### config.mk
export PLATFORM = sky130hd
export DESIGN_NAME = imu_motion_detector_core
export DESIGN_NICKNAME = d
export VERILOG_FILES = /design/src/sv/imu_md_pkg.sv /design/src/sv/imu_motion_detector_core.sv /design/src/sv/imu_md_seq.sv /design/src/sv/imu_md_dp.sv
export SDC_FILE = /design/constraint.sdc
export NUM_CORES = 2
export LEC_CHECK = 0
export BUFFER_PORTS_ARGS = -buffer_cell sky130_fd_sc_hd__buf_2
export CORE_MARGIN = 10
export CORE_UTILIZATION = 45
export CTS_CLUSTER_DIAMETER = 30
export CTS_CLUSTER_SIZE = 24
export DETAILED_ROUTE_END_ITERATION = 10
export PLACE_DENSITY = 0.72
export SYNTH_ARGS = -nofsm -noshare
export SYNTH_HDL_FRONTEND = slang
export SYNTH_SLANG_ARGS = --single-unit
### constraint.sdc
create_clock -name clk_i -period 28.7 [get_ports clk_i]
set_clock_uncertainty 0.15 [all_clocks]
set_input_delay 5.74 -clock clk_i [delete_from_list [all_inputs] [get_ports clk_i]]
set_output_delay 5.74 -clock clk_i [all_outputs]
set_load 0.01 [all_outputs]
### src/sv/imu_md_pkg.sv
package imu_md_pkg;

  // Datapath widths
  localparam int unsigned OpW   = 33;         // multiplier operand
  localparam int unsigned ProdW = 2 * OpW;    // multiplier product
  localparam int unsigned AccW  = 100;        // holds any square or scaled sum
  localparam int unsigned PrdW  = 92;         // sum of squares times 5^12
  localparam int unsigned RootW = 49;         // threshold times interval
  localparam int unsigned ConfW = 26;         // confirm time in microseconds
  localparam int unsigned CmpW  = AccW + 4;
  localparam int unsigned PcW   = 5;

  // 10^12 = 5^12 * 2^12; the 2^12 factor is folded into the compare shifts
  localparam logic [31:0] GravityQ16 = 32'd642689;
  localparam logic [27:0] Pow5Of12   = 28'd244140625;
  localparam logic [9:0]  MsToUs     = 10'd1000;

  typedef struct packed {
    logic signed [31:0] ang_x;
    logic signed [31:0] ang_y;
    logic signed [31:0] ang_z;
    logic signed [31:0] vel_x;
    logic signed [31:0] vel_y;
    logic signed [31:0] vel_z;
    logic [15:0]        ang_interval_us;
    logic [15:0]        vel_interval_us;
  } sample_t;

  typedef enum logic [3:0] {
    A_ZERO, A_MAG0, A_MAG1, A_MAG2, A_MAG3, A_MAG4, A_MAG5,
    A_ACC_LO, A_ACC_HI, A_ROOT_LO, A_ROOT_HI,
    A_GYRO_THR, A_G_PLUS_A, A_G_MINUS_A, A_CONF_MS
  } opa_e;

  typedef enum logic [2:0] {
    B_SAME, B_POW5, B_T_ANG, B_T_VEL, B_ROOT_HI, B_MS_TO_US
  } opb_e;

  typedef enum logic [1:0] {ACC_HOLD, ACC_LOAD, ACC_ADD} acc_op_e;
  typedef enum logic [1:0] {SH_0, SH_32, SH_33, SH_64} acc_sh_e;
  typedef enum logic [2:0] {STO_NONE, STO_PANG, STO_PVEL, STO_ROOT, STO_CONF} sto_e;
  typedef enum logic [1:0] {CMP_NONE, CMP_GYRO_HI, CMP_ACC_HI, CMP_ACC_LO} cmp_e;
  typedef enum logic [1:0] {JMP_NONE, JMP_SKIP, JMP_NO_LO} jmp_e;

  typedef struct packed {
    opa_e             opa;
    opb_e             opb;
    acc_op_e          acc_op;
    acc_sh_e          acc_sh;
    sto_e             sto;
    cmp_e             cmp;
    jmp_e             jmp;
    logic [PcW-1:0]   target;
    logic             last;
  } ucode_t;

  typedef struct packed {
    logic skip;    // latched or invalid sample: no evaluation
    logic no_lo;   // accel threshold reaches gravity: no lower bound test
  } seq_cond_t;

  typedef struct packed {
    logic             sample_valid;
    logic             seen;
    logic [ConfW-1:0] confirm_us;
  } dp_status_t;

  localparam logic [PcW-1:0] PcFinish = 5'd25;

  localparam ucode_t UcodeNop = '{
    opa: A_ZERO, opb: B_SAME, acc_op: ACC_HOLD, acc_sh: SH_0, sto: STO_NONE,
    cmp: CMP_NONE, jmp: JMP_NONE, target: '0, last: 1'b0
  };

  function automatic ucode_t uc(input opa_e a, input opb_e b, input acc_op_e op,
                                input acc_sh_e sh, input sto_e st, input cmp_e c,
                                input jmp_e j, input logic [PcW-1:0] tgt,
                                input logic last);
    ucode_t w;
    w.opa    = a;
    w.opb    = b;
    w.acc_op = op;
    w.acc_sh = sh;
    w.sto    = st;
    w.cmp    = c;
    w.jmp    = j;
    w.target = tgt;
    w.last   = last;
    return w;
  endfunction

  // Microprogram. The product of step n is consumed by the accumulator in step n+1.
  function automatic ucode_t ucode_rom(input logic [PcW-1:0] pc);
    ucode_t w;
    unique case (pc)
      // gyro: sum of squares, scale, square of threshold * interval
      5'd0:  w = uc(A_MAG0, B_SAME, ACC_HOLD, SH_0, STO_NONE, CMP_NONE, JMP_SKIP,
                    PcFinish, 1'b0);
      5'd1:  w = uc(A_MAG1, B_SAME, ACC_LOAD, SH_0, STO_NONE, CMP_NONE, JMP_NONE,
                    '0, 1'b0);
      5'd2:  w = uc(A_MAG2, B_SAME, ACC_ADD, SH_0, STO_NONE, CMP_NONE, JMP_NONE,
                    '0, 1'b0);
      5'd3:  w = uc(A_GYRO_THR, B_T_ANG, ACC_ADD, SH_0, STO_NONE, CMP_NONE, JMP_NONE,
                    '0, 1'b0);
      5'd4:  w = uc(A_ACC_LO, B_POW5, ACC_HOLD, SH_0, STO_ROOT, CMP_NONE, JMP_NONE,
                    '0, 1'b0);
      5'd5:  w = uc(A_ACC_HI, B_POW5, ACC_LOAD, SH_0, STO_NONE, CMP_NONE, JMP_NONE,
                    '0, 1'b0);
      5'd6:  w = uc(A_ROOT_LO, B_SAME, ACC_ADD, SH_32, STO_NONE, CMP_NONE, JMP_NONE,
                    '0, 1'b0);
      5'd7:  w = uc(A_ROOT_LO, B_ROOT_HI, ACC_LOAD, SH_0, STO_PANG, CMP_NONE, JMP_NONE,
                    '0, 1'b0);
      5'd8:  w = uc(A_ROOT_HI, B_SAME, ACC_ADD, SH_33, STO_NONE, CMP_NONE, JMP_NONE,
                    '0, 1'b0);
      5'd9:  w = uc(A_MAG3, B_SAME, ACC_ADD, SH_64, STO_NONE, CMP_NONE, JMP_NONE,
                    '0, 1'b0);
      // accel: sum of squares, scale, upper bound
      5'd10: w = uc(A_MAG4, B_SAME, ACC_LOAD, SH_0, STO_NONE, CMP_GYRO_HI, JMP_NONE,
                    '0, 1'b0);
      5'd11: w = uc(A_MAG5, B_SAME, ACC_ADD, SH_0, STO_NONE, CMP_NONE, JMP_NONE,
                    '0, 1'b0);
      5'd12: w = uc(A_G_PLUS_A, B_T_VEL, ACC_ADD, SH_0, STO_NONE, CMP_NONE, JMP_NONE,
                    '0, 1'b0);
      5'd13: w = uc(A_ACC_LO, B_POW5, ACC_HOLD, SH_0, STO_ROOT, CMP_NONE, JMP_NONE,
                    '0, 1'b0);
      5'd14: w = uc(A_ACC_HI, B_POW5, ACC_LOAD, SH_0, STO_NONE, CMP_NONE, JMP_NONE,
                    '0, 1'b0);
      5'd15: w = uc(A_ROOT_LO, B_SAME, ACC_ADD, SH_32, STO_NONE, CMP_NONE, JMP_NONE,
                    '0, 1'b0);
      5'd16: w = uc(A_ROOT_LO, B_ROOT_HI, ACC_LOAD, SH_0, STO_PVEL, CMP_NONE, JMP_NONE,
                    '0, 1'b0);
      5'd17: w = uc(A_ROOT_HI, B_SAME, ACC_ADD, SH_33, STO_NONE, CMP_NONE, JMP_NONE,
                    '0, 1'b0);
      5'd18: w = uc(A_G_MINUS_A, B_T_VEL, ACC_ADD, SH_64, STO_NONE, CMP_NONE, JMP_NONE,
                    '0, 1'b0);
      5'd19: w = uc(A_CONF_MS, B_MS_TO_US, ACC_HOLD, SH_0, STO_ROOT, CMP_ACC_HI,
                    JMP_NO_LO, PcFinish, 1'b0);
      // accel lower bound
      5'd20: w = uc(A_ROOT_LO, B_SAME, ACC_HOLD, SH_0, STO_CONF, CMP_NONE, JMP_NONE,
                    '0, 1'b0);
      5'd21: w = uc(A_ROOT_LO, B_ROOT_HI, ACC_LOAD, SH_0, STO_NONE, CMP_NONE, JMP_NONE,
                    '0, 1'b0);
      5'd22: w = uc(A_ROOT_HI, B_SAME, ACC_ADD, SH_33, STO_NONE, CMP_NONE, JMP_NONE,
                    '0, 1'b0);
      5'd23: w = uc(A_ZERO, B_SAME, ACC_ADD, SH_64, STO_NONE, CMP_NONE, JMP_NONE,
                    '0, 1'b0);
      5'd24: w = uc(A_ZERO, B_SAME, ACC_HOLD, SH_0, STO_NONE, CMP_ACC_LO, JMP_NONE,
                    '0, 1'b1);
      // finish: capture confirm time product when arriving by the jump from step 19
      5'd25: w = uc(A_ZERO, B_SAME, ACC_HOLD, SH_0, STO_CONF, CMP_NONE, JMP_NONE,
                    '0, 1'b1);
      default: w = uc(A_ZERO, B_SAME, ACC_HOLD, SH_0, STO_NONE, CMP_NONE, JMP_NONE,
                      '0, 1'b1);
    endcase
    return w;
  endfunction

  function automatic logic [31:0] mag32(input logic [31:0] v);
    return v[31] ? (~v + 32'd1) : v;
  endfunction

endpackage

### src/sv/imu_motion_detector_core.sv
// IMU motion detector.
// Input stream: one IMU sample per transaction on s_axis (delta angles, delta
// velocities, both integration times, timestamp). Output stream: one status
// transaction per sample on m_axis (moving, sample valid, motion seen,
// candidate held). Thresholds and confirm time come in on the cfg write port;
// write them only while the block is idle.
// Timing: a sample runs through a microprogram of up to 25 steps on one shared
// 33x33 multiplier and a 100-bit accumulator. A full evaluation runs the most
// steps; fewer run when the accel threshold reaches gravity (no lower bound
// test) and fewest when the sample is invalid or motion is latched. The next
// sample is accepted the cycle after the result is loaded; no new sample is
// taken while one is being evaluated.
// The result sits in an output register: a stalled receiver does not block the
// next sample, but a finished sample waits (holding the detector state) until
// the previous result has been taken.
// Reset clears the moving latch and the motion candidate and loads the default
// thresholds (gyro 0.5 rad/s, accel 1 m/s^2, confirm 500 ms).
module imu_motion_detector_core (
  input  logic         clk_i,
  input  logic         rst_ni,
  // ang_x[31:0], ang_y[63:32], ang_z[95:64], vel_x[127:96], vel_y[159:128],
  // vel_z[191:160], ang_interval_us[207:192], vel_interval_us[223:208],
  // stamp_us[287:224]
  input  logic         s_axis_tvalid,
  output logic         s_axis_tready,
  input  logic [287:0] s_axis_tdata,
  // moving[0], sample_valid[1], motion_seen[2], candidate_active[3], zero[7:4]
  output logic         m_axis_tvalid,
  input  logic         m_axis_tready,
  output logic [7:0]   m_axis_tdata,
  input  logic         cfg_we_i,
  input  logic [1:0]   cfg_idx_i,
  input  logic [31:0]  cfg_data_i
);

  typedef enum logic [1:0] {S_IDLE, S_RUN, S_FIN} state_e;

  typedef enum logic [1:0] {
    REG_GYRO_THR  = 2'd0,
    REG_ACCEL_THR = 2'd1,
    REG_CONFIRM   = 2'd2
  } cfg_reg_e;

  state_e      state_q;
  logic [31:0] gyro_thr_q, accel_thr_q;
  logic [15:0] confirm_ms_q;

  logic        moving_q, moving_d;
  logic        cand_valid_q, cand_valid_d;
  logic [63:0] cand_start_q, cand_start_d;
  logic [63:0] stamp_q;
  logic        m_valid_q;
  logic [7:0]  m_data_q;

  logic                      in_fire, out_free, seq_done;
  logic                      seen_out;
  logic [64:0]               elapsed;
  imu_md_pkg::sample_t       sample;
  imu_md_pkg::seq_cond_t     cond;
  imu_md_pkg::ucode_t        ctrl;
  imu_md_pkg::dp_status_t    dp_status;

  assign s_axis_tready = (state_q == S_IDLE);
  assign in_fire       = s_axis_tvalid && s_axis_tready;
  assign out_free      = !m_valid_q || m_axis_tready;
  assign m_axis_tvalid = m_valid_q;
  assign m_axis_tdata  = m_data_q;

  // Unpack the sample, lowest field in the lowest bits
  assign sample.ang_x           = s_axis_tdata[31:0];
  assign sample.ang_y           = s_axis_tdata[63:32];
  assign sample.ang_z           = s_axis_tdata[95:64];
  assign sample.vel_x           = s_axis_tdata[127:96];
  assign sample.vel_y           = s_axis_tdata[159:128];
  assign sample.vel_z           = s_axis_tdata[191:160];
  assign sample.ang_interval_us = s_axis_tdata[207:192];
  assign sample.vel_interval_us = s_axis_tdata[223:208];

  // Skip evaluation when latched or invalid; drop the lower accel bound when
  // the threshold reaches gravity
  assign cond.skip  = moving_q || !dp_status.sample_valid;
  assign cond.no_lo = (accel_thr_q >= imu_md_pkg::GravityQ16);

  imu_md_seq u_seq (
    .clk_i   (clk_i),
    .rst_ni  (rst_ni),
    .start_i (in_fire),
    .cond_i  (cond),
    .ctrl_o  (ctrl),
    .done_o  (seq_done)
  );

  imu_md_dp u_dp (
    .clk_i        (clk_i),
    .rst_ni       (rst_ni),
    .load_i       (in_fire),
    .sample_i     (sample),
    .gyro_thr_i   (gyro_thr_q),
    .accel_thr_i  (accel_thr_q),
    .confirm_ms_i (confirm_ms_q),
    .ctrl_i       (ctrl),
    .status_o     (dp_status)
  );

  // Elapsed time since the candidate start; the top bit is the borrow, set
  // when time went backward
  assign elapsed  = {1'b0, stamp_q} - {1'b0, cand_start_q};
  assign seen_out = !moving_q && dp_status.sample_valid && dp_status.seen;

  // Candidate and latch update for the finished sample
  always_comb begin
    moving_d     = moving_q;
    cand_valid_d = cand_valid_q;
    cand_start_d = cand_start_q;
    if (!moving_q) begin
      if (!dp_status.sample_valid || !dp_status.seen) begin
        // drop the candidate
        cand_valid_d = 1'b0;
        cand_start_d = '0;
      end else if (!cand_valid_q) begin
        // open a candidate at this sample
        cand_valid_d = 1'b1;
        cand_start_d = stamp_q;
      end else if (!elapsed[64] &&
                   (elapsed[63:0] >= 64'(dp_status.confirm_us))) begin
        moving_d = 1'b1;
      end
    end
  end

  always_ff @(posedge clk_i or negedge rst_ni) begin
    if (!rst_ni) begin
      gyro_thr_q   <= 32'd32768;
      accel_thr_q  <= 32'd65536;
      confirm_ms_q <= 16'd500;
    end else if (cfg_we_i) begin
      unique case (cfg_idx_i)
        REG_GYRO_THR:  gyro_thr_q   <= cfg_data_i;
        REG_ACCEL_THR: accel_thr_q  <= cfg_data_i;
        REG_CONFIRM:   confirm_ms_q <= cfg_data_i[15:0];
        default: ;   // no register at this index
      endcase
    end
  end

  always_ff @(posedge clk_i or negedge rst_ni) begin
    if (!rst_ni) begin
      state_q      <= S_IDLE;
      moving_q     <= 1'b0;
      cand_valid_q <= 1'b0;
      cand_start_q <= '0;
      stamp_q      <= '0;
      m_valid_q    <= 1'b0;
      m_data_q     <= '0;
    end else begin
      // in S_FIN a taken result is replaced by the next one below
      if (m_valid_q && m_axis_tready && (state_q != S_FIN)) begin
        m_valid_q <= 1'b0;
      end
      unique case (state_q)
        S_IDLE: begin
          if (in_fire) begin
            stamp_q <= s_axis_tdata[287:224];
            state_q <= S_RUN;
          end
        end
        S_RUN: begin
          if (seq_done) begin
            state_q <= S_FIN;
          end
        end
        S_FIN: begin
          // hold the result until the output register frees up
          if (out_free) begin
            moving_q     <= moving_d;
            cand_valid_q <= cand_valid_d;
            cand_start_q <= cand_start_d;
            m_valid_q    <= 1'b1;
            m_data_q     <= {4'b0000, cand_valid_d, seen_out,
                             dp_status.sample_valid, moving_d};
            state_q      <= S_IDLE;
          end
        end
        default: state_q <= S_IDLE;
      endcase
    end
  end

  a_moving_sticks: assert property (@(posedge clk_i) disable iff (!rst_ni)
    moving_q |=> moving_q)
    else $error("moving latch cleared without reset");

  a_seen_needs_valid: assert property (@(posedge clk_i) disable iff (!rst_ni)
    m_valid_q |-> (!m_data_q[2] || m_data_q[1]))
    else $error("motion reported for an invalid sample");

  a_invalid_drops_candidate: assert property (@(posedge clk_i) disable iff (!rst_ni)
    (m_valid_q && !m_data_q[0] && !m_data_q[1]) |-> !m_data_q[3])
    else $error("candidate held after an invalid sample");

  a_done_in_run: assert property (@(posedge clk_i) disable iff (!rst_ni)
    seq_done |-> (state_q == S_RUN))
    else $error("microprogram finished outside a run");

endmodule

### src/sv/imu_md_seq.sv
module imu_md_seq (
  input  logic                   clk_i,
  input  logic                   rst_ni,
  input  logic                   start_i,
  input  imu_md_pkg::seq_cond_t  cond_i,
  output imu_md_pkg::ucode_t     ctrl_o,
  output logic                   done_o
);

  logic                         running_q;
  logic [imu_md_pkg::PcW-1:0]   pc_q;
  imu_md_pkg::ucode_t           word;
  logic                         taken;

  assign word = imu_md_pkg::ucode_rom(pc_q);

  always_comb begin
    unique case (word.jmp)
      imu_md_pkg::JMP_SKIP:  taken = cond_i.skip;
      imu_md_pkg::JMP_NO_LO: taken = cond_i.no_lo;
      default:               taken = 1'b0;
    endcase
  end

  assign ctrl_o = running_q ? word : imu_md_pkg::UcodeNop;
  assign done_o = running_q && word.last;

  always_ff @(posedge clk_i or negedge rst_ni) begin
    if (!rst_ni) begin
      running_q <= 1'b0;
      pc_q      <= '0;
    end else if (start_i) begin
      running_q <= 1'b1;
      pc_q      <= '0;
    end else if (running_q) begin
      if (word.last) begin
        running_q <= 1'b0;
      end
      pc_q <= taken ? word.target : pc_q + 1'b1;
    end
  end

endmodule

### src/sv/imu_md_dp.sv
module imu_md_dp (
  input  logic                  clk_i,
  input  logic                  rst_ni,
  input  logic                  load_i,
  input  imu_md_pkg::sample_t   sample_i,
  input  logic [31:0]           gyro_thr_i,
  input  logic [31:0]           accel_thr_i,
  input  logic [15:0]           confirm_ms_i,
  input  imu_md_pkg::ucode_t    ctrl_i,
  output imu_md_pkg::dp_status_t status_o
);

  localparam int unsigned OpW   = imu_md_pkg::OpW;
  localparam int unsigned ProdW = imu_md_pkg::ProdW;
  localparam int unsigned AccW  = imu_md_pkg::AccW;
  localparam int unsigned PrdW  = imu_md_pkg::PrdW;
  localparam int unsigned RootW = imu_md_pkg::RootW;
  localparam int unsigned ConfW = imu_md_pkg::ConfW;
  localparam int unsigned CmpW  = imu_md_pkg::CmpW;

  logic [31:0]      mag_q [6];
  logic [15:0]      t_ang_q, t_vel_q;
  logic [ProdW-1:0] p_q;
  logic [AccW-1:0]  acc_q, acc_d;
  logic [PrdW-1:0]  pang_q, pvel_q;
  logic [RootW-1:0] root_q;
  logic [ConfW-1:0] conf_q;
  logic             seen_q;

  logic [OpW-1:0]   op_a, op_b;
  logic [AccW-1:0]  p_ext, addend;
  logic [OpW-1:0]   g_plus_a, g_minus_a;
  logic             gyro_hi, acc_hi, acc_lo, hit;
  logic [CmpW-1:0]  pang_cmp, pvel_cmp, acc_cmp, acc_sh4;

  assign g_plus_a  = OpW'(imu_md_pkg::GravityQ16) + OpW'(accel_thr_i);
  assign g_minus_a = OpW'(imu_md_pkg::GravityQ16) - OpW'(accel_thr_i);

  always_comb begin
    unique case (ctrl_i.opa)
      imu_md_pkg::A_MAG0:      op_a = OpW'(mag_q[0]);
      imu_md_pkg::A_MAG1:      op_a = OpW'(mag_q[1]);
      imu_md_pkg::A_MAG2:      op_a = OpW'(mag_q[2]);
      imu_md_pkg::A_MAG3:      op_a = OpW'(mag_q[3]);
      imu_md_pkg::A_MAG4:      op_a = OpW'(mag_q[4]);
      imu_md_pkg::A_MAG5:      op_a = OpW'(mag_q[5]);
      imu_md_pkg::A_ACC_LO:    op_a = OpW'(acc_q[31:0]);
      imu_md_pkg::A_ACC_HI:    op_a = OpW'(acc_q[63:32]);
      imu_md_pkg::A_ROOT_LO:   op_a = OpW'(root_q[31:0]);
      imu_md_pkg::A_ROOT_HI:   op_a = OpW'(root_q[RootW-1:32]);
      imu_md_pkg::A_GYRO_THR:  op_a = OpW'(gyro_thr_i);
      imu_md_pkg::A_G_PLUS_A:  op_a = g_plus_a;
      imu_md_pkg::A_G_MINUS_A: op_a = g_minus_a;
      imu_md_pkg::A_CONF_MS:   op_a = OpW'(confirm_ms_i);
      default:                 op_a = '0;
    endcase
  end

  always_comb begin
    unique case (ctrl_i.opb)
      imu_md_pkg::B_POW5:     op_b = OpW'(imu_md_pkg::Pow5Of12);
      imu_md_pkg::B_T_ANG:    op_b = OpW'(t_ang_q);
      imu_md_pkg::B_T_VEL:    op_b = OpW'(t_vel_q);
      imu_md_pkg::B_ROOT_HI:  op_b = OpW'(root_q[RootW-1:32]);
      imu_md_pkg::B_MS_TO_US: op_b = OpW'(imu_md_pkg::MsToUs);
      default:                op_b = op_a;
    endcase
  end

  assign p_ext = AccW'(p_q);

  always_comb begin
    unique case (ctrl_i.acc_sh)
      imu_md_pkg::SH_32: addend = p_ext << 32;
      imu_md_pkg::SH_33: addend = p_ext << 33;
      imu_md_pkg::SH_64: addend = p_ext << 64;
      default:           addend = p_ext;
    endcase
  end

  always_comb begin
    unique case (ctrl_i.acc_op)
      imu_md_pkg::ACC_LOAD: acc_d = addend;
      imu_md_pkg::ACC_ADD:  acc_d = acc_q + addend;
      default:              acc_d = acc_q;
    endcase
  end

  // Exact tests with the common 2^12 of 10^12 cancelled against the limit shifts
  assign pang_cmp = CmpW'(pang_q);
  assign pvel_cmp = CmpW'(pvel_q) << 4;
  assign acc_cmp  = CmpW'(acc_q);
  assign acc_sh4  = acc_cmp << 4;
  assign gyro_hi  = pang_cmp > acc_sh4;
  assign acc_hi   = pvel_cmp > acc_cmp;
  assign acc_lo   = pvel_cmp < acc_cmp;

  always_comb begin
    unique case (ctrl_i.cmp)
      imu_md_pkg::CMP_GYRO_HI: hit = gyro_hi;
      imu_md_pkg::CMP_ACC_HI:  hit = acc_hi;
      imu_md_pkg::CMP_ACC_LO:  hit = acc_lo;
      default:                 hit = 1'b0;
    endcase
  end

  always_ff @(posedge clk_i or negedge rst_ni) begin
    if (!rst_ni) begin
      seen_q <= 1'b0;
    end else if (load_i) begin
      seen_q <= 1'b0;
    end else if (hit) begin
      seen_q <= 1'b1;
    end
  end

  always_ff @(posedge clk_i) begin
    if (load_i) begin
      mag_q[0] <= imu_md_pkg::mag32(sample_i.ang_x);
      mag_q[1] <= imu_md_pkg::mag32(sample_i.ang_y);
      mag_q[2] <= imu_md_pkg::mag32(sample_i.ang_z);
      mag_q[3] <= imu_md_pkg::mag32(sample_i.vel_x);
      mag_q[4] <= imu_md_pkg::mag32(sample_i.vel_y);
      mag_q[5] <= imu_md_pkg::mag32(sample_i.vel_z);
      t_ang_q  <= sample_i.ang_interval_us;
      t_vel_q  <= sample_i.vel_interval_us;
    end
    p_q   <= op_a * op_b;
    acc_q <= acc_d;
    unique case (ctrl_i.sto)
      imu_md_pkg::STO_PANG: pang_q <= acc_q[PrdW-1:0];
      imu_md_pkg::STO_PVEL: pvel_q <= acc_q[PrdW-1:0];
      imu_md_pkg::STO_ROOT: root_q <= p_q[RootW-1:0];
      imu_md_pkg::STO_CONF: conf_q <= p_q[ConfW-1:0];
      default: ;
    endcase
  end

  assign status_o.sample_valid = (|t_ang_q) && (|t_vel_q);
  assign status_o.seen         = seen_q;
  assign status_o.confirm_us   = conf_q;

endmodule
==> tab_implementation.tex <==
\begin{tabular}{lr}
\hline
Metric & Value \\
\hline
\multicolumn{2}{l}{\textbf{Run status}} \\
\quad Outcome & finished with violations \\
\quad Violated checks & max-capacitance violations, max-slew violations \\
\multicolumn{2}{l}{\textbf{Worst setup path}} \\
\quad Worst setup path end & u\_dp.p\_q[64] \\
\quad Setup slack of the most critical reg-to-reg path & 14820 ps \\
\quad Worst Reg-to-Reg Cells & 40 \\
\quad Data required time of the critical path & 29350 ps \\
\quad Worst Path Class, Setup & reg2reg \\
\quad Critical path data arrival time & around 15000 ps \\
\quad Slowest cell delay on critical path & about 930 ps \\
\quad Startpoint type of the worst setup path & flip-flop \\
\quad Top cell by count, worst path & fa\_1 \\
\quad Critical register-to-register path endpoint & u\_dp.p\_q[64] \\
\quad Maximum fanout along the worst path & 35 \\
\quad First element of the critical path & u\_seq.pc\_q[1] \\
\quad Critical R2R Launch & u\_seq.pc\_q[1] \\
\quad Slowest stage cell on the critical path & o21ai\_2 \\
\quad Critical path capture point type & flip-flop \\
\multicolumn{2}{l}{\textbf{Clock tree}} \\
\quad Clock-pin slew of the registers on the worst-case setup and hold paths & around 50 ps \\
\quad Insertion delay to the later sink of the worst-skew pair & approximately 870 ps \\
\quad Clock tree from TritonCTS & built \\
\quad Root buf cell & clkbuf\_16 \\
\quad Number of cells upsized or downsized after cts & 0 \\
\quad Setup bufs post-CTS & 0 \\
\quad Clock sinks & around 870 \\
\quad Number of hold-repair buffers added at the cts stage & 0 \\
\quad Depth of the CTS H-tree & 4 \\
\quad Number of buffers added by the clock tree synthesis step & approximately 200 \\
\quad Clock Path Buffers & 3 \\
\multicolumn{2}{l}{\textbf{Timing}} \\
\quad Final TNS setup & 0 ps \\
\quad Final setup violation count & 0 \\
\quad Highest Clock Rate & approximately 72 MHz \\
\quad Final Cycle Share & 0.484 \\
\quad Unrepaired setup endpoints after global routing & no \\
\quad Time the worst path needs with I/O delays and setup & between 10000 and 15000 ps \\
\quad Final-report max-slew violation count & 13 \\
\quad Relative slew slack & -0.0581 \\
\quad Final WS setup & $\sim$15000 ps \\
\quad Slew @ Worst Pin & approximately 1600 ps \\
\quad Number of hold-slack violations in the final timing report & 0 \\
\multicolumn{2}{l}{\textbf{Synth}} \\
\quad Fraction of the yosys area taken by sequential cells & 0.275 \\
\quad Combined area of all synthesized cells & 88700 sq um \\
\quad Number of cells produced by synthesis & around 9300 \\
\quad Mean instance size in the synthesized netlist & $\sim$9.5 sq um \\
\quad FF+latch count, synth & 871 \\
\quad Number of enable-type register cells in the synthesized netlist & 583 \\
\quad Syn. warnings & 0 \\
\quad Fraction of registers with async set/reset & 0.255 \\
\quad Unique cell type count in the Yosys netlist & roughly 110 \\
\quad Most common flop cell mapped by yosys & edfxtp\_1 \\
\multicolumn{2}{l}{\textbf{Placed design}} \\
\quad PortBufs & approximately 330 \\
\quad Routability-driven placement congestion ratio & about 1.1 \\
\quad Setup WS pre-CTS & 15110 ps \\
\quad Area after detailed placement & between 90000 and 100000 sq um \\
\quad Detailed-placement wirelength estimate & 269000 um \\
\multicolumn{2}{l}{\textbf{Detailed routing}} \\
\quad Antenna-violating nets left & 0 \\
\quad Routed wire per std cell & 28.1 um \\
\quad Sum of routed wire length over all layers & around 350000 um \\
\quad Routed vias & between 70000 and 80000 \\
\quad Starting DRT DRC Count & about 8900 \\
\quad Routed vias/inst & about 6.1 \\
\quad Residual DRC count & 0 \\
\quad Number of detailed-route iterations in the first pass & 7 \\
\multicolumn{2}{l}{\textbf{GRT}} \\
\quad Initial antenna violation count & 38 \\
\quad Global-route wire length before repair & between 500000 and 600000 um \\
\quad Final global-route overflow total & 0 \\
\quad Largest net degree at the start of global routing & about 180 \\
\quad Vias in the first global route & around 75000 \\
\quad GRT Overall Usage & 0.316 \\
\multicolumn{2}{l}{\textbf{Layout}} \\
\quad Layout Nets & between 10000 and 15000 \\
\quad Synth-to-layout area growth & 13.4\% \\
\quad Post-route cell area & 101000 sq um \\
\quad Layout cells sized above 1 & 0.120 \\
\multicolumn{2}{l}{\textbf{Floorplan}} \\
\quad Effective utilization at floorplan & 0.454 \\
\quad Chip width & about 460 um \\
\quad Placement Rows & approximately 160 \\
\quad Height of the die & 464 um \\
\quad Number of primary I/O pins & between 300 and 400 \\
\quad Area of the die & 215000 sq um \\
\quad Std-Cell Core Area & between 150000 and 200000 sq um \\
\multicolumn{2}{l}{\textbf{Run}} \\
\quad Count of max-cap constraint violations & 1 \\
\multicolumn{2}{l}{\textbf{Min path}} \\
\quad Worst min-delay path category & reg2reg \\
\hline
\end{tabular}
==> cell usage after synthesis (111+ instances only) <==
| master | number | area (sq um) |
|---|---|---|
| mux2_2 | 183 | 2060 |
| edfxtp_1 | 583 | 17500 |
| ha_1 | 655 | 8200 |
| and2_1 | 111 | 694 |
| fa_1 | 960 | 19200 |
| nand3_1 | 123 | 616 |
| a21oi_1 | 454 | 2270 |
| nand2_1 | 1154 | 4330 |
| clkbuf_1 | 330 | 1240 |
| o21ai_0 | 363 | 1820 |
| nor2_1 | 602 | 2260 |
| a21o_1 | 194 | 1460 |
| xnor2_1 | 313 | 2740 |
| inv_1 | 1322 | 4960 |
| nand4_1 | 116 | 726 |
| dfrtp_1 | 214 | 5360 |
==> how the worst min path moves through the flow <==
stage                    start          to  slack, ps  cells past startpoint
CTS                 state_q[1]  state_q[0]        320                      1
global route        state_q[1]  state_q[0]        350                      1
finish              state_q[1]  state_q[0]        330                      1
floorplan           state_q[1]  state_q[0]        290                      1
global placement    state_q[1]  state_q[0]        300                      1
detailed placement  state_q[1]  state_q[0]        310                      1
==> cells by family (layout without fill, tap and decap cells) <==
family          count (synthesis)  in the layout  synth area share
simple gates                 2652           2652             0.137
buf+inv                      1778           2206            0.0771
compound gates               1732           1732             0.129
fa+ha+maj                    1615           1615             0.309
flops                         871            871             0.275
xor+xnor                      388            388            0.0383
mux                           274            274            0.0342
other cells                     1             28         0.0000423
==> layout make-up <==
class                      count  area, sq um
clock buffer                 226         5260
timing repair buffer         488         2860
multi-input combinational   6665        57800
sequential                   871        24400
fill                       17900        94800
clock inverter               161         2000
tap                         2624         3280
inverter                    1331         5000
antenna                       24         60.1
==> worst max-delay path, delay by kind of cell (launching register included) <==
family,cells,cell delay (ps)
multiplexers,1,510
AND/OR/NAND/NOR,4,1230
flip-flops,1,580
XOR/XNOR,1,130
adder cells (fa/ha/maj),10,5120
AO/OA/AOI/OAI,16,4420
buffers and inverters,8,1590
==> sequential cells by signal (all words and copies together) (netlist names), 3 cells and up <==
| signal | cells |
|---|---|
| u_dp.p_q | 66 |
| cand_start_q | 64 |
| u_dp.t_vel_q | 16 |
| stamp_q | 64 |
| confirm_ms_q | 16 |
| u_dp.mag_q | 192 |
| gyro_thr_q | 32 |
| u_dp.t_ang_q | 16 |
| accel_thr_q | 32 |
| u_dp.pvel_q | 92 |
| u_dp.pang_q | 92 |
| u_dp.acc_q | 100 |
| u_dp.conf_q | 26 |
| u_dp.root_q | 49 |
| u_seq.pc_q | 5 |
| m_axis_tdata | 3 |
==> through the flow <==
step,hold slack [ps],instances,utilization
after floorplan,287,9314,-
after global placement,298,12000,0.477
after detailed placement,310,12000,0.477
after CTS,317,12400,0.515
after global routing,353,12400,0.515
final,327,12400,0.515
==> cell usage in the layout (no fill, tap or decap), types with 30 or more instances in the layout <==
cell	instances
a31oi_1	45
nand4_1	116
a21oi_1	451
xor2_1	75
nand2_1	1153
buf_4	155
or3_1	52
nor2_1	596
and3_1	93
a22o_1	78
o21a_1	45
buf_2	331
mux2i_1	86
fa_1	960
a22oi_1	95
dfrtp_1	214
nor4_1	42
xnor2_1	313
dfxtp_1	66
a211oi_1	30
nand2b_1	70
nor3_1	83
ha_1	654
nand3_1	121
clkbuf_16	206
nor2b_1	50
a21o_1	193
o31ai_1	69
o21bai_1	46
a221oi_1	31
and2_1	111
or4_1	44
inv_1	1321
o21ai_0	361
mux2_2	183
edfxtp_1	583
==> layer usage <==
metal  vias to the layer above  track usage  routed length, um
met3                      1040        0.104              43500
met1                     37500        0.412             135000
met5                         -            0                169
met2                      4669        0.462             147000
met4                        14        0.173              23300
li1                      32000            -                  -
Power is left out: the tool's default activity adds up to more than one toggle a clock period on the data nets, which glitch-free logic cannot reach.
